[src/hw/rtl/tcptw_pkg.sv]
package tcptw_pkg;

  localparam int WORD_W    = 32;
  localparam int MSS_W     = 16;
  localparam int CFG_IDX_W = 1;
  localparam int DIV_STEPS = WORD_W;
  localparam int CNT_W     = $clog2(DIV_STEPS);

  localparam logic [MSS_W-1:0]  RST_MSS      = 16'd1460;
  localparam logic [WORD_W-1:0] RST_INIT_THR = 32'd65535;
  localparam logic [WORD_W-1:0] RST_WINDOW   = WORD_W'(RST_MSS);
  localparam logic [WORD_W-1:0] RST_THRESHOLD =
    (RST_INIT_THR > 2 * WORD_W'(RST_MSS)) ? RST_INIT_THR : 2 * WORD_W'(RST_MSS);
  localparam logic [WORD_W-1:0] ALL_ONES = '1;

  typedef enum logic [1:0] {
    FUNC_QUERY   = 2'd0,
    FUNC_ACK     = 2'd1,
    FUNC_LOSS    = 2'd2,
    FUNC_RESTART = 2'd3
  } func_t;

  typedef enum logic [CFG_IDX_W-1:0] {
    REG_MSS      = 1'b0,
    REG_INIT_THR = 1'b1
  } cfg_reg_t;

  typedef enum logic [1:0] {
    ST_IDLE,
    ST_DIV,
    ST_UPDATE,
    ST_REPORT
  } state_t;

endpackage

[src/hw/rtl/tcp_tahoe_window_control.sv]
// An ack in congestion avoidance, with nonzero acked bytes and a nonzero window, runs the
// 32 steps of the restoring divider, one quotient bit per cycle, then update, then load.
// Every other event goes through the state update, then the result load.
// One event is handled at a time; the next is taken the cycle after the result is loaded,
// and a result held by out_stall keeps the next result waiting in the report step.
// Synchronous active-high reset: mss 1460, initial threshold 65535, window 1460, no result.
module tcp_tahoe_window_control (
  input  logic                                clk,
  input  logic                                rst,
  input  logic                                cfg_write,
  input  logic [tcptw_pkg::CFG_IDX_W-1:0]     cfg_index,
  input  logic [tcptw_pkg::WORD_W-1:0]        cfg_data,
  input  logic                                in_valid,
  output logic                                in_stall,
  input  tcptw_pkg::func_t                    func,
  input  logic [tcptw_pkg::WORD_W-1:0]        acked_bytes,
  input  logic [tcptw_pkg::WORD_W-1:0]        outstanding_bytes,
  input  logic [tcptw_pkg::WORD_W-1:0]        send_bytes,
  output logic                                out_valid,
  input  logic                                out_stall,
  output logic                                send_allowed,
  output logic [tcptw_pkg::WORD_W-1:0]        window_bytes,
  output logic [tcptw_pkg::WORD_W-1:0]        threshold_bytes,
  output logic                                slow_start
);
  import tcptw_pkg::*;

  state_t             state;
  state_t             state_next;

  logic [MSS_W-1:0]   mss;
  logic [WORD_W-1:0]  init_thr;
  logic [WORD_W-1:0]  window;
  logic [WORD_W-1:0]  threshold;
  logic [WORD_W-1:0]  window_next;
  logic [WORD_W-1:0]  threshold_next;

  func_t              func_q;
  logic [WORD_W-1:0]  acked_q;
  logic [WORD_W-1:0]  in_flight_q;
  logic [WORD_W-1:0]  seg_q;
  logic               avoid_q;

  logic [WORD_W-1:0]  quo;
  logic [WORD_W-1:0]  rem;
  logic [WORD_W-1:0]  divisor;
  logic [CNT_W-1:0]   div_count;
  logic [WORD_W:0]    rem_shift;
  logic [WORD_W+1:0]  trial;
  logic [WORD_W-1:0]  rem_next;
  logic [WORD_W-1:0]  quo_next;

  logic               in_acc;
  logic               go_div;
  logic               out_free;
  logic               load_out;

  logic [WORD_W-1:0]  twice_mss;
  logic [WORD_W-1:0]  mss_word;
  logic [WORD_W-1:0]  half_window;
  logic [WORD_W-1:0]  grow;
  logic [WORD_W:0]    grow_sum;

  assign in_acc    = in_valid && !in_stall;
  assign out_free  = !out_valid || !out_stall;
  assign mss_word  = WORD_W'(mss);
  assign twice_mss = {mss_word[WORD_W-2:0], 1'b0};
  assign go_div    = in_acc && (func == FUNC_ACK) && (acked_bytes != '0)
                     && (window >= threshold) && (window != '0);

  // Sequencer.
  always_ff @(posedge clk) begin
    if (rst) begin
      state <= ST_IDLE;
    end else begin
      state <= state_next;
    end
  end

  always_comb begin
    state_next = state;
    in_stall   = 1'b1;
    load_out   = 1'b0;
    unique case (state)
      ST_IDLE: begin
        in_stall = 1'b0;
        if (in_valid) begin
          state_next = go_div ? ST_DIV : ST_UPDATE;
        end
      end
      ST_DIV: begin
        if (div_count == '0) begin
          state_next = ST_UPDATE;
        end
      end
      ST_UPDATE: begin
        state_next = ST_REPORT;
      end
      ST_REPORT: begin
        if (out_free) begin
          load_out   = 1'b1;
          state_next = ST_IDLE;
        end
      end
      default: begin
        state_next = ST_IDLE;
      end
    endcase
  end

  // Configuration registers.
  always_ff @(posedge clk) begin
    if (rst) begin
      mss      <= RST_MSS;
      init_thr <= RST_INIT_THR;
    end else if (cfg_write) begin
      unique case (cfg_reg_t'(cfg_index))
        REG_MSS:      mss      <= cfg_data[MSS_W-1:0];
        REG_INIT_THR: init_thr <= cfg_data;
        default:      ;
      endcase
    end
  end

  // One restoring division step: one quotient bit per cycle.
  always_comb begin
    rem_shift = {rem, quo[WORD_W-1]};
    trial     = {1'b0, rem_shift} - {2'b00, divisor};
    if (trial[WORD_W+1]) begin
      rem_next = rem_shift[WORD_W-1:0];
      quo_next = {quo[WORD_W-2:0], 1'b0};
    end else begin
      rem_next = trial[WORD_W-1:0];
      quo_next = {quo[WORD_W-2:0], 1'b1};
    end
  end

  // Transaction capture and divider registers.
  always_ff @(posedge clk) begin
    if (in_acc) begin
      func_q      <= func;
      acked_q     <= acked_bytes;
      in_flight_q <= outstanding_bytes;
      seg_q       <= send_bytes;
      avoid_q     <= window >= threshold;
      divisor     <= window;
      rem         <= '0;
      div_count   <= CNT_W'(DIV_STEPS - 1);
      // mss squared fits in one word, so it seeds the quotient register as the dividend.
      // A zero window skips the divider and leaves a zero quotient, giving a step of one.
      quo         <= go_div ? mss_word * mss_word : '0;
    end else if (state == ST_DIV) begin
      rem       <= rem_next;
      quo       <= quo_next;
      div_count <= div_count - 1'b1;
    end
  end

  // Window and threshold update.
  always_comb begin
    half_window    = {1'b0, window[WORD_W-1:1]};
    window_next    = window;
    threshold_next = threshold;
    if (avoid_q) begin
      grow = (quo == '0) ? WORD_W'(1) : quo;
    end else begin
      grow = (acked_q < mss_word) ? acked_q : mss_word;
    end
    grow_sum = {1'b0, window} + {1'b0, grow};
    unique case (func_q)
      FUNC_QUERY: ;
      FUNC_ACK: begin
        if (acked_q != '0) begin
          window_next = grow_sum[WORD_W] ? ALL_ONES : grow_sum[WORD_W-1:0];
        end
      end
      FUNC_LOSS: begin
        threshold_next = (half_window > twice_mss) ? half_window : twice_mss;
        window_next    = mss_word;
      end
      FUNC_RESTART: begin
        threshold_next = (init_thr > twice_mss) ? init_thr : twice_mss;
        window_next    = mss_word;
      end
      default: ;
    endcase
  end

  always_ff @(posedge clk) begin
    if (rst) begin
      window    <= RST_WINDOW;
      threshold <= RST_THRESHOLD;
    end else if (state == ST_UPDATE) begin
      window    <= window_next;
      threshold <= threshold_next;
    end
  end

  // Result register.
  always_ff @(posedge clk) begin
    if (rst) begin
      out_valid <= 1'b0;
    end else if (load_out) begin
      out_valid <= 1'b1;
    end else if (!out_stall) begin
      out_valid <= 1'b0;
    end
  end

  always_ff @(posedge clk) begin
    if (load_out) begin
      send_allowed    <= (in_flight_q <= window) && (seg_q <= window - in_flight_q);
      window_bytes    <= window;
      threshold_bytes <= threshold;
      slow_start      <= window < threshold;
    end
  end

`ifndef SYNTHESIS
  a_div_start: assert property (@(posedge clk) disable iff (rst)
    go_div |=> (state == ST_DIV))
    else $error("congestion-avoidance ack did not start the divider");

  a_state_held_in_div: assert property (@(posedge clk) disable iff (rst)
    (state == ST_DIV) |=> ($stable(window) && $stable(threshold)))
    else $error("window or threshold changed during division");

  a_ack_no_shrink: assert property (@(posedge clk) disable iff (rst)
    (state == ST_UPDATE && func_q == FUNC_ACK) |=> (window >= $past(window)))
    else $error("ack reduced the window");

  a_result_from_report: assert property (@(posedge clk) disable iff (rst)
    $rose(out_valid) |-> ($past(state) == ST_REPORT))
    else $error("result raised outside the report step");
`endif

endmodule
[config.mk]
export PLATFORM = sky130hd
export DESIGN_NAME = tcp_tahoe_window_control
export DESIGN_NICKNAME = d
export VERILOG_FILES = /design/src/hw/rtl/tcptw_pkg.sv /design/src/hw/rtl/tcp_tahoe_window_control.sv
export SDC_FILE = /design/constraint.sdc
export NUM_CORES = 1
export LEC_CHECK = 0
export ABC_AREA = 1
export BUFFER_PORTS_ARGS = -buffer_cell sky130_fd_sc_hd__buf_4
export CAP_MARGIN = 10
export CORE_ASPECT_RATIO = 2
export CORE_MARGIN = 5
export CORE_UTILIZATION = 40
export DETAILED_ROUTE_END_ITERATION = 7
export SLEW_MARGIN = 20
export SYNTH_ARGS = -nofsm -noshare
export SYNTH_HDL_FRONTEND = slang
export SYNTH_SLANG_ARGS = --single-unit
[constraint.sdc]
create_clock -name clk -period 12.9 [get_ports clk]
set_input_delay 3.225 -clock clk [delete_from_list [all_inputs] [get_ports clk]]
set_output_delay 3.225 -clock clk [all_outputs]
set_load 0.005 [all_outputs]
; After elaboration in Yosys (flattened, before gate mapping)
; Index checks and enable logic that the tools add are counted.
[word_totals]
register_bits = 381
[classes]
n_bitwise = 1
n_reduce_logical = 24
n_addsub = 4
eq_ne = 12
multipliers = 1
muxes = 24
n_lt_le_gt_ge = 7
[op_table]
columns = operator, n
row1 = $mux 32, 10
row2 = $pmux 32 s2, 2
row3 = $reduce_bool 32->1, 3
row4 = $le 32x32->1, 2
row5 = $sub 33x32->34, 1
row6 = $add 32x32->33, 1
row7 = $ge 32x32->1, 1
row8 = $gt 32x17->1, 1
row9 = $logic_not 32->1, 1
row10 = $lt 32x16->1, 1
row11 = $lt 32x32->1, 1
row12 = $mul 16x16->32, 1
row13 = $sub 32x32->32, 1
row14 = $gt 31x17->1, 1
row15 = $mux 31, 1
row16 = $eq 2x2->1 const B, 4
row17 = $mux 2, 4
row18 = $ne 2x2->1 const B, 4
row19 = $pmux 2 s4, 1
row20 = $eq 2x1->1 const B, 3
row21 = $logic_and 1x1->1, 6
row22 = $mux 1, 6
row23 = $reduce_and 2->1, 3
row24 = $reduce_and 3->1, 2
row25 = 9 further kinds, 12

; Longest topological paths before layout
; Gate-level depths: netlist of the first run.
[depth]
ltp_word = 9
mapped_depth = 29
mapped_depth_nobuf = 27

; Worst setup path before layout of the first run
; Ideal clock, no wire load.
[synth_path]
path_kind = input to register
from = in in_valid
to = reg quo[11], data pin
setup_time_ns = 0.441
arrival_time_ns = 7.356
stages = 4
n_path_buf = 1
slack_ns = 5.103
path_cell_list = nand2_1 > clkinv_1 > clkbuf_1 > o22ai_1
[synth_via]
elab_chain_cells = 7
[synth_rtl]
columns = element, line
row1 = from (decl), tcp_tahoe_window_control.sv:13  ; input logic in_valid,
row2 = $logic_and 1x1->1 *, tcp_tahoe_window_control.sv:64  ; assign in_acc = in_valid && !in_stall;
row3 = via in_acc, tcp_tahoe_window_control.sv:53  ; logic in_acc;
row4 = $logic_and 1x1->1 (2 in series), tcp_tahoe_window_control.sv:68  ; assign go_div = in_acc && (func == FUNC_ACK) && (acked_bytes != '0)
row5 = $logic_and 1x1->1 (2 in series), tcp_tahoe_window_control.sv:69  ; && (window >= threshold) && (window != '0);
row6 = $mux 32, tcp_tahoe_window_control.sv:151  ; quo <= go_div ? mss_word * mss_word : '0;
row7 = $mux 32 *, tcp_tahoe_window_control.sv:140  ; if (in_acc) begin
row8 = to (signal assigned), tcp_tahoe_window_control.sv:151
row9 = to (signal assigned), tcp_tahoe_window_control.sv:154  ; quo <= quo_next;
row10 = to (decl), tcp_tahoe_window_control.sv:44  ; logic [WORD_W-1:0] quo;
; The timed path passes the listed nets; every way through them passes the cells marked *.
; A chain may end at the register's enable or synchronous reset.

; Worst setup path after layout of the first run
[layout_path]
from = reg mss[7]
to = reg quo[21], data pin
[layout_via]
elab_chain_cells = 3
[layout_rtl]
columns = element, line
row1 = from (decl), tcp_tahoe_window_control.sv:31  ; logic [MSS_W-1:0] mss;
row2 = from (signal assigned), tcp_tahoe_window_control.sv:118  ; REG_MSS: mss <= cfg_data[MSS_W-1:0];
row3 = $mul 16x16->32, tcp_tahoe_window_control.sv:151
row4 = $mux 32, tcp_tahoe_window_control.sv:151
row5 = $mux 32, tcp_tahoe_window_control.sv:140
; No other way between the ends.

==> metrics.txt, run 1 <==
first-pass GRT wire length=170 mm; post-CTS sizing=0; ranking of synthesized cells by area=edfxtp_1 22%, ha_1 12%, nand2_1 12%, fa_1 10%, dfxtp_1 9.5%; GR Util All Layers=0.263; clock-pin slew on the worst setup and hold paths=0.07 ns; unrepaired setup endpoints after global routing=no; status=finished clean; worst-path maximum fanout=19; clk_lat worst skew=0.62 ns; maximum number of pins on one net before global-route repair=92; Internal=4.10 mW; P_leak=17.8 nW; P&R area growth vs syn=12.4%; # clock sinks=381; Pwr Total=8.40 mW; Die X=210 µm; Worst Path Class, Setup=reg2reg; number of synthesized register bits=381; period utilization=0.535; number of max-cap violations=0; setup TNS=0 ns; most frequent cell after synthesis=nand2_1; Layout Cells excl Fill=5330; DRC Markers=0; Least-Margin Pin Slew=1.09 ns; CP startpoint=mss[7]$_SDFFE_PP1P_; Site Rows=146; Clock Power Share=0.143; Cell Area, Synth=31900 µm²; Routed WL=116 mm; Core Area=79100 µm²; Starting Density=0.403; leading area contributor after synthesis=edfxtp_1; Final ANT Viol Nets=0; Root Buffer=clkbuf_16; GRT overflow=0; Achievable Freq=145 MHz; nature of the critical path startpoint=register; Hold-fix buffers, CTS=0; min Tclk post-route=6.90 ns; CTS Buf Count=39; Synth Instances=4086; vias post-DR=28297; post-synth top area share=0.216; layout cells sized above 1=0.0943; Final setup violation count=0; PwrDens=234 nW/µm²; Avg Cell Area, Syn=7.80 µm²; I/O pin count=204; Top FF cell, synth=edfxtp_1; Flop pwr share=0.220; Max-slew headroom=0.272; Setup Fix Bufs, Post-CTS=0; hold_sp=threshold[16]$_SDFFE_PP0P_; final slew viol count=0; Via-to-Cell Ratio=5.31; r2r startpoint=mss[7]$_SDFFE_PP1P_; PortBufs=203; Synth top cells by count=987 x nand2_1, 733 x inv_1, 315 x ha_1; combinational fraction of design power=0.637; initial antenna violation count=1; vias in the first global route=28825; detailed placer's ending HPWL=92.7 mm; clock skew=0.0467 ns; fraction of registers with async set or reset after synthesis=0; net switching power=4.30 mW; n_diodes=0; Post-synth EDFFs=229; Yosys cell types=57; drt wl/cell=21.8 µm; first drt pass iteration count=6; crit path capture type=register; Worst Path Required=13.19 ns; Die ar.=85800 µm²; Syn Nets=4704; clock buffer depth=3; Synthesis Warnings=0; Sw Ratio=0.512; Critical Path AT=7.19 ns; CTS tree=done; initial DRC count=1875; Inst Count DP=5258; fin nets=4881; worst vdd ir=208 µV; gpl congestion=1.01; min-delay worst type=reg2reg; Fin. Hold Viols=0; Seq/Total Area, Yosys=0.311; Die Ht=409 µm; CTS HTree Levels=2
[area by class of cell]
cell class / instances / area [µm²]
tap: 1036 / 1300
fill: 8058 / 43300
inverter: 739 / 2780
clock buffer: 52 / 1100
sequential: 381 / 9920
clock inverter: 20 / 235
multi-input combinational: 2854 / 18600
timing repair buffer: 248 / 1860
[power by group through the flow]
stage / sequential [mW] / clock, mW / combinational [mW]
2_1_floorplan: 1.79 / 0 / 3.62
3_3_place_gp: 1.86 / 0 / 5.29
3_5_place_dp: 1.86 / 0 / 5.30
4_1_cts: 1.84 / 1.23 / 5.33
5_1_grt: 1.86 / 1.27 / 5.92
6_report: 1.84 / 1.20 / 5.35
[cell usage in the layout (no fill, tap or decap), types with 52 or more instances in the layout]
cell type  Yosys  final
ha_1         315    315
edfxtp_1     229    229
nand3_1      241    241
o21ai_0      168    168
inv_1        733    732
fa_1         167    167
xnor2_1       52     52
nand2_1      987    987
dfxtp_1      152    152
nor2_1       261    260
a21oi_1      266    265
nand4_1       70     70
buf_4          6    248
[metrics by stage]
stage	util	area, µm²	worst slack (ns)	hold slack [ns]
after detailed placement	0.436	34500	6.13	0.436
final	0.453	35800	6.00	0.456
after global placement	0.436	34500	6.19	0.418
after global routing	0.453	35800	5.72	0.478
after CTS	0.453	35800	6.06	0.456
after floorplan	-	31900	5.10	0.408
[sequential cells by signal (all words and copies together) (netlist names), 5 cells and up]
register,flops
acked_q,32
div_count,5
divisor,32
in_flight_q,32
init_thr,32
mss,16
quo,32
rem,32
seg_q,32
threshold,32
threshold_bytes,32
window,32
window_bytes,32
[final timing paths]
check | slack (ns) | to | depth (start not counted)
max | 6.00 | quo[21]$_DFFE_PP_ | 22
min | 0.46 | threshold_bytes[16]$_DFFE_PP_ | 0
max reg2reg | 6.00 | quo[21]$_DFFE_PP_ | 22
min reg2reg | 0.46 | threshold_bytes[16]$_DFFE_PP_ | 0
[logic make-up after synthesis]
family | Yosys count | synth area share
and+or+nand+nor | 1698 | 0.230
DFF | 381 | 0.311
AOI/OAI and AO/OA | 589 | 0.102
xor gates and xnor gates | 85 | 0.0234
buffers and inverters | 851 | 0.105
adders and majority gates | 482 | 0.229
[per-layer routing]
layer	vias to the layer above	wire [µm]	GRT usage
met5	-	12	0
met4	2	10900	0.193
met3	375	5890	0.0312
met2	993	60700	0.492
met1	13354	38600	0.263
li1	13573	-	-
[worst max-delay path, cell delays in order (launching register included)]
cell	delay, ns
dfxtp_1	0.99
inv_1	0.53
fa_1	0.68
inv_1	0.07
fa_1	0.50
inv_1	0.05
fa_1	0.48
inv_1	0.05
fa_1	0.50
fa_1	0.54
inv_1	0.05
fa_1	0.52
inv_1	0.04
ha_1	0.37
nand2_1	0.17
nor2_1	0.16
nand2_1	0.08
o21ai_0	0.30
nand2_1	0.12
nand2_1	0.08
nand2_1	0.04
nand3_1	0.11
o21ai_0	0.11
No activity file was read; power rests on OpenSTA's default activity.
==> inputs of run 2 (changes only) <==
--- a/config.mk
+++ b/config.mk
@@ -5,7 +5,7 @@
 export SDC_FILE = /design/constraint.sdc
 export NUM_CORES = 1
 export LEC_CHECK = 0
-export ABC_AREA = 1
+export ABC_AREA = 0
 export BUFFER_PORTS_ARGS = -buffer_cell sky130_fd_sc_hd__buf_4
 export CAP_MARGIN = 10
 export CORE_ASPECT_RATIO = 2
==> constraint.sdc (replaced) <==
create_clock -name clk -period 6.2 [get_ports clk]
set_input_delay 1.55 -clock clk [delete_from_list [all_inputs] [get_ports clk]]
set_output_delay 1.55 -clock clk [all_outputs]
set_load 0.005 [all_outputs]
==> run 2 against run 1 <==
Against the previous run: sequential share of layout area increased by 0.49 points; via count decreased by 10%; register-to-register slack got worse by 5.9 ns; cell area down 1.6%; maximum frequency is 12% higher; largest power group unchanged; highest routed layer is now met4.
==> metrics.txt, run 2 <==
status=finished clean (unchanged); combinational fraction of design power=0.610 (was 0.637); Worst path max stage delay=0.56 ns (was 0.99 ns); nature of the critical path startpoint=register (unchanged); register area=9940 µm² (was 9920 µm²); vias post-DR=25421 (was 28297); Yosys cell types=87 (was 57); Hold-fix buffers, CTS=0 (unchanged); gpl congestion=0.985 (was 1.01); PortBufs=203 (unchanged); clock skew=0.0376 ns (was 0.0467 ns); Achievable Freq=163 MHz (was 145 MHz); cell repeated most along the worst path=fa_1; number of max-cap violations=0 (unchanged); Least-Margin Pin Slew=1.12 ns (was 1.09 ns); min Tclk post-route=6.15 ns (was 6.90 ns); GR Util All Layers=0.264 (was 0.263); GRT overflow=0 (unchanged); n_diodes=0 (unchanged); final slew viol count=0 (unchanged); Routed WL=107 mm (was 116 mm); unrepaired setup endpoints after global routing=yes (was no); most frequent cells in the layout=406 x buf_4, 390 x inv_1, 369 x nand2_1, 306 x ha_1, 229 x edfxtp_1 (was 987 x nand2_1, 732 x inv_1, 315 x ha_1, 265 x a21oi_1, 260 x nor2_1); period utilization=0.992 (was 0.535); crit path cell chain=buf_4 -> buf_12 -> nand2_1 -> fa_1 -> fa_1 -> inv_1 -> fa_1 -> fa_1 -> fa_1 -> inv_1 -> fa_1 -> inv_1 -> ha_2 -> buf_4 -> nor2_1 -> nor2_4 -> o21ai_2 -> o211ai_1 -> buf_4 -> a41oi_4 -> o21a_2 -> nor3_2 -> a22oi_2 -> a32o_1 (was inv_1 -> fa_1 -> inv_1 -> fa_1 -> inv_1 -> fa_1 -> inv_1 -> fa_1 -> fa_1 -> inv_1 -> fa_1 -> inv_1 -> ha_1 -> nand2_1 -> nor2_1 -> nand2_1 -> o21ai_0 -> nand2_1 -> nand2_1 -> nand2_1 -> nand3_1 -> o21ai_0); detailed placer's ending HPWL=85.1 mm (was 92.7 mm); Synthesis Warnings=0 (unchanged); first drt pass iteration count=7 (was 6); Site Rows=140 (was 146); R2R Setup Slk=0.05 ns (was 6.00 ns); Die X=202 µm (was 210 µm); worst-path maximum fanout=11 (was 19); R2R depth=24 (was 22); net switching power=7.48 mW (was 4.30 mW); Internal=8.77 mW (was 4.10 mW); ranking of synthesized cells by area=edfxtp_1 23%, ha_1 13%, fa_1 11%, dfxtp_1 10%, inv_1 5.2% (was edfxtp_1 22%, ha_1 12%, nand2_1 12%, fa_1 10%, dfxtp_1 9.5%); r2r startpoint=mss[10]$_SDFFE_PP1P_ (was mss[7]$_SDFFE_PP1P_); RR Endpoint=quo[29]$_DFFE_PP_ (was quo[21]$_DFFE_PP_); fillers=6982 (was 8058); most common cell after layout, fill and taps aside=buf_4 (was nand2_1); first-pass GRT wire length=160 mm (was 170 mm); Worst Path Required=6.56 ns (was 13.19 ns); vias in the first global route=26507 (was 28825); DP Worst Slack=-0.618 ns (was 6.13 ns); Post-synth EDFFs=229 (unchanged); post-synth top area share=0.234 (was 0.216); Root Buffer=clkbuf_16 (unchanged); most frequent cell after synthesis=inv_1 (was nand2_1); Avg Cell Area, Syn=9.35 µm² (was 7.80 µm²); crit path capture type=register (unchanged); CTS HTree Levels=2 (unchanged); Synth top cells by count=406 x inv_1, 377 x nand2_1, 315 x ha_1 (was 987 x nand2_1, 733 x inv_1, 315 x ha_1); Final ANT Viol Nets=0 (unchanged); Critical Path AT=6.51 ns (was 7.19 ns); cell count of the worst hold path=0 (unchanged); Max-slew headroom=0.254 (was 0.272); setup TNS=0 ns (unchanged); Sw Ratio=0.460 (was 0.512); Multi-input gate area=17900 µm² (was 18600 µm²); Seq/Total Area, Yosys=0.337 (was 0.311); Worst Path Class, Setup=reg2reg (unchanged); fraction of registers with async set or reset after synthesis=0 (unchanged); Starting Density=0.404 (was 0.403); worst vdd ir=365 µV (was 208 µV); hold_sp=threshold[9]$_SDFFE_PP1P_ (was threshold[16]$_SDFFE_PP0P_); DRC Markers=0 (unchanged); Hold EP=threshold_bytes[9]$_DFFE_PP_ (was threshold_bytes[16]$_DFFE_PP_); P&R area growth vs syn=19.8% (was 12.4%); layout cells sized above 1=0.184 (was 0.0943); clk_lat worst skew=0.61 ns (was 0.62 ns); leading area contributor after synthesis=edfxtp_1 (unchanged); Pwr Total=16.3 mW (was 8.40 mW); Via-to-Cell Ratio=5.71 (was 5.31); drt wl/cell=24.1 µm (was 21.8 µm); Flop pwr share=0.236 (was 0.220); number of synthesized register bits=381 (unchanged); P_leak=16.1 nW (was 17.8 nW); CTS tree=done (unchanged); Layout Cells excl Fill=4454 (was 5330); I/O pin count=204 (unchanged); Core Area=72900 µm² (was 79100 µm²); fin nets=4118 (was 4881); # clock sinks=381 (unchanged); Fin. Hold Viols=0 (unchanged); PwrDens=461 nW/µm² (was 234 nW/µm²); Cell Area, Synth=29400 µm² (was 31900 µm²); Top FF cell, synth=edfxtp_1 (unchanged); Syn Nets=3765 (was 4704); clock buffer depth=3 (unchanged); Synth Instances=3147 (was 4086); Final setup violation count=0 (unchanged); Clock Power Share=0.154 (was 0.143); final worst setup slack=0.0494 ns (was 6.00 ns); maximum number of pins on one net before global-route repair=93 (was 92); Inst Count DP=4357 (was 5258); CTS Buf Count=40 (was 39); Die Ht=394 µm (was 409 µm); initial antenna violation count=0 (was 1); Critical Path Slowest Stage Cell=fa_1 (was dfxtp_1); min-delay worst type=reg2reg (unchanged); clock-pin slew on the worst setup and hold paths=0.06 ns (was 0.07 ns); Die ar.=79400 µm² (was 85800 µm²); initial DRC count=1431 (was 1875)
==> run 2: metal layers <==
| layer | share of wire | up-vias | track usage | wire [µm] |
|---|---|---|---|---|
| met5 | 0 | - | 0 | 0 |
| met1 | 0.33 | 12217 | 0.261 | 35700 |
| met2 | 0.51 | 980 | 0.483 | 55100 |
| met3 | 0.051 | 412 | 0.0352 | 5500 |
| li1 | - | 11812 | - | - |
| met4 | 0.10 | 0 | 0.217 | 11100 |
==> run 2: cells by family (layout without fill, tap and decap cells) <==
kind of cell,after synthesis,in the layout,share of synthesized area
AND/OR/NAND/NOR,891,891,0.140
XOR/XNOR,100,100,0.0298
multiplexers,7,7,0.00242
adder cells (fa/ha/maj),482,482,0.247
AO/OA/AOI/OAI,751,751,0.173
buffers and inverters,535,919,0.0698
flip-flops,381,381,0.337
==> run 2: layout make-up <==
cell class / instances / area share
multi-input cells: 2231 / 0.507
flip-flops and latches: 381 / 0.282
repair buffers: 431 / 0.0961
inverters: 415 / 0.0444
well taps: 923 / 0.0328
clock buffers: 48 / 0.0301
clock inverters: 25 / 0.00770
==> run 2: worst max-delay path by stage <==
stage | startpoint | end | slack, ns | cells after the start
floorplan | mss[9]$_SDFFE_PP0P_ | quo[29]$_DFFE_PP_ | 0.01 | 23
global placement | mss[1]$_SDFFE_PP0P_ | quo[26]$_DFFE_PP_ | -0.65 | 23
detailed placement | mss[1]$_SDFFE_PP0P_ | quo[22]$_DFFE_PP_ | -0.62 | 25
CTS | mss[1]$_SDFFE_PP0P_ | quo[29]$_DFFE_PP_ | -0.01 | 24
global route | mss[10]$_SDFFE_PP1P_ | quo[27]$_DFFE_PP_ | -0.15 | 24
finish | mss[10]$_SDFFE_PP1P_ | quo[29]$_DFFE_PP_ | 0.05 | 24
==> run 2: power groups by stage <==
stage / Combinational [mW] / Sequential [mW] / Clock [mW]
final: 9.92 / 3.83 / 2.50
after global routing: 10.8 / 3.88 / 2.65
after CTS: 9.55 / 3.82 / 2.55
after detailed placement: 9.13 / 3.87 / 0
after global placement: 9.09 / 3.87 / 0
after floorplan: 5.67 / 3.75 / 0
==> run 2: metrics by stage <==
stage,utilization,hold WS (ns),cell area (µm²)
after floorplan,-,0.408,29500
after CTS,0.478,0.429,34800
after detailed placement,0.456,0.413,33200
after global routing,0.484,0.442,35300
final,0.484,0.430,35300
after global placement,0.456,0.412,33200
==> run 2: critical path, delay by kind of cell, from the launching register on <==
family | cells | cell delay [ns]
adder cells (fa/ha/maj) | 7 | 3.35
AO/OA/AOI/OAI | 6 | 0.99
buffers and inverters | 7 | 0.74
AND/OR/NAND/NOR | 4 | 0.44
flip-flops | 1 | 0.35
==> run 2: repair_timing <==
item,CTS,global route
setup buffers,9,16
resized for setup,60,91
pin swaps,32,60
endpoints found under the setup margin,16,28
==> inputs of run 3 (changes only) <==
--- a/config.mk
+++ b/config.mk
@@ -10,7 +10,8 @@
 export CAP_MARGIN = 10
 export CORE_ASPECT_RATIO = 2
 export CORE_MARGIN = 5
-export CORE_UTILIZATION = 40
+export CORE_UTILIZATION = 30
+export CTS_CLUSTER_SIZE = 25
 export DETAILED_ROUTE_END_ITERATION = 7
 export SLEW_MARGIN = 20
 export SYNTH_ARGS = -nofsm -noshare
==> run 3 against run 2 <==
Against the previous run: sequential cell count unchanged; critical path depth is 2 higher; highest routed layer is now met5; global-route usage decreased by 5.8 points; clock-buffer cell count decreased by 3; cell area grew 0.60%; setup slack got worse by 0.033 ns; clock skew fell by 0.0074 ns.
==> metrics.txt, run 3 (synthesis gave the netlist of run 2 again) <==
status=finished clean (unchanged); Fin. Hold Viols=0 (unchanged); r2r startpoint=mss[1]$_SDFFE_PP0P_ (was mss[10]$_SDFFE_PP1P_); clock-pin slew on the worst setup and hold paths=0.07 ns (was 0.06 ns); Pwr Total=16.2 mW (was 16.3 mW); PwrDens=456 nW/µm² (was 461 nW/µm²); Final setup violation count=0 (unchanged); nature of the critical path startpoint=register (unchanged); clk_lat worst skew=0.60 ns (was 0.61 ns); GRT overflow=0 (unchanged); DP Worst Slack=-0.403 ns (was -0.618 ns); drt wl/cell=22.9 µm (was 24.1 µm); Hold-fix buffers, CTS=0 (unchanged); cell repeated most along the worst path=fa_1 (unchanged); most frequent cells in the layout=411 x buf_4, 397 x inv_1, 373 x nand2_1, 311 x ha_1, 229 x edfxtp_1 (was 406 x buf_4, 390 x inv_1, 369 x nand2_1, 306 x ha_1, 229 x edfxtp_1); Routed WL=111 mm (was 107 mm); Core Area=97500 µm² (was 72900 µm²); number of max-cap violations=0 (unchanged); worst-path maximum fanout=6 (was 11); PortBufs=203 (unchanged); worst vdd ir=381 µV (was 365 µV); Die X=231 µm (was 202 µm); Achievable Freq=162 MHz (was 163 MHz); vias post-DR=25518 (was 25421); Least-Margin Pin Slew=0.999 ns (was 1.12 ns); GR Util All Layers=0.206 (was 0.264); min-delay worst type=reg2reg (unchanged); clock skew=0.0302 ns (was 0.0376 ns); Max-slew headroom=0.333 (was 0.254); crit path capture=quo[31]$_DFFE_PP_ (was quo[29]$_DFFE_PP_); first-pass GRT wire length=163 mm (was 160 mm); Worst path max stage delay=0.55 ns (was 0.56 ns); Critical Path Slowest Stage Cell=fa_1 (unchanged); most common cell after layout, fill and taps aside=buf_4 (unchanged); P_leak=16.0 nW (was 16.1 nW); CP startpoint=mss[1]$_SDFFE_PP0P_ (was mss[10]$_SDFFE_PP1P_); Worst Path Class, Setup=reg2reg (unchanged); CTS HTree Levels=2 (unchanged); hold_sp=threshold[5]$_SDFFE_PP1P_ (was threshold[9]$_SDFFE_PP1P_); period utilization=0.997 (was 0.992); CTS Buf Count=36 (was 40); maximum number of pins on one net before global-route repair=81 (was 93); Layout Cells excl Fill=4842 (was 4454); final worst setup slack=0.0163 ns (was 0.0494 ns); initial antenna violation count=8 (was 0); crit path capture type=register (unchanged); RR Endpoint=quo[31]$_DFFE_PP_ (was quo[29]$_DFFE_PP_); Die ar.=105000 µm² (was 79400 µm²); Final ANT Viol Nets=0 (unchanged); min Tclk post-route=6.18 ns (was 6.15 ns); DRC Markers=0 (unchanged); CTS tree=done (unchanged); unrepaired setup endpoints after global routing=yes (unchanged); clock buffer depth=3 (unchanged); Root Buffer=clkbuf_16 (unchanged); layout cells sized above 1=0.171 (was 0.184); Inst Count DP=4762 (was 4357); R2R Setup Slk=0.02 ns (was 0.05 ns); # clock sinks=381 (unchanged); P&R area growth vs syn=20.5% (was 19.8%); I/O pin count=204 (unchanged); fin nets=4113 (was 4118); detailed placer's ending HPWL=89.4 mm (was 85.1 mm); vias in the first global route=27020 (was 26507); final slew viol count=0 (unchanged); initial DRC count=1311 (was 1431); gpl congestion=0.990 (was 0.985); first drt pass iteration count=5 (was 7); Starting Density=0.302 (was 0.404); Worst Path Required=6.55 ns (was 6.56 ns); Via-to-Cell Ratio=5.27 (was 5.71); Die Ht=453 µm (was 394 µm); Critical Path AT=6.53 ns (was 6.51 ns); Site Rows=162 (was 140); R2R depth=26 (was 24)
-- run 3: changes by cell type in the layout (fill, tap and decap cells not counted), moves of 6 or more --
| cell | before | now |
|---|---|---|
| fa_1 | 159 | 165 |
| inv_2 | 19 | 11 |
| inv_1 | 390 | 397 |
| a21oi_1 | 172 | 178 |
| fa_2 | 8 | 2 |
| a21oi_2 | 10 | 3 |
| diode_2 | 0 | 7 |
-- run 3: how the worst min path moves through the flow --
| stage | endpoint | cells past startpoint |
|---|---|---|
| 2_1_floorplan | threshold_bytes[10]$_DFFE_PP_ | 0 |
| 6_report | threshold_bytes[5]$_DFFE_PP_ | 0 |
| 3_5_place_dp | threshold_bytes[13]$_DFFE_PP_ | 0 |
| 5_1_grt | threshold_bytes[5]$_DFFE_PP_ | 0 |
| 4_1_cts | threshold_bytes[5]$_DFFE_PP_ | 0 |
| 3_3_place_gp | threshold_bytes[16]$_DFFE_PP_ | 0 |
-- run 3: per-layer routing --
metal  track usage  vias up  wire length (µm)
met3        0.0336      471              5530
met1         0.182    12283             34500
met5             0        -                46
met2         0.394      949             58900
li1              -    11809                 -
met4         0.179        6             12100
-- run 3: area by class of cell --
cell class                      instances  area, µm²
Clock buffer                           45       1010
Sequential cell                       381       9940
Fill cell                            9899      62000
Multi-Input combinational cell       2231      17700
Inverter                              415       1570
Antenna cell                            7       17.5
Timing Repair Buffer                  430       3330
Clock inverter                         21        238
Tap cell                             1312       1640
-- run 3: stage by stage --
stage          hold WS, ns  area, µm²  TNS (ns)  utilization
2_1_floorplan        0.408      29500         0            -
3_3_place_gp         0.418      33800     -2.72        0.347
3_5_place_dp         0.427      33800     -2.54        0.347
4_1_cts              0.445      35200         0        0.361
5_1_grt              0.451      35500    -0.781        0.364
6_report             0.447      35500         0        0.364
-- run 3: worst max-delay path: cells and delay by family (launching register included) --
family / cells / cell delay, ns
compound gates: 5 / 1.01
xor+xnor: 1 / 0.06
fa+ha+maj: 7 / 3.31
buf+inv: 9 / 0.67
flops: 1 / 0.37
simple gates: 4 / 0.53
-- run 3: report_power, final --
group / internal (mW) / switching (mW) / total [mW] / leakage [nW]
registers: 3.40 / 0.435 / 3.83 / 3.41
clock network: 1.31 / 1.12 / 2.43 / 0.614
logic: 3.93 / 5.99 / 9.92 / 12.0
total: 8.64 / 7.55 / 16.2 / 16.0
-- run 3: what timing repair did --
item / in CTS / in global routing
buffers inserted: 2 / 6
resized for setup: 24 / 77
pin swaps: 9 / 42
endpoints found under the setup margin: 13 / 15
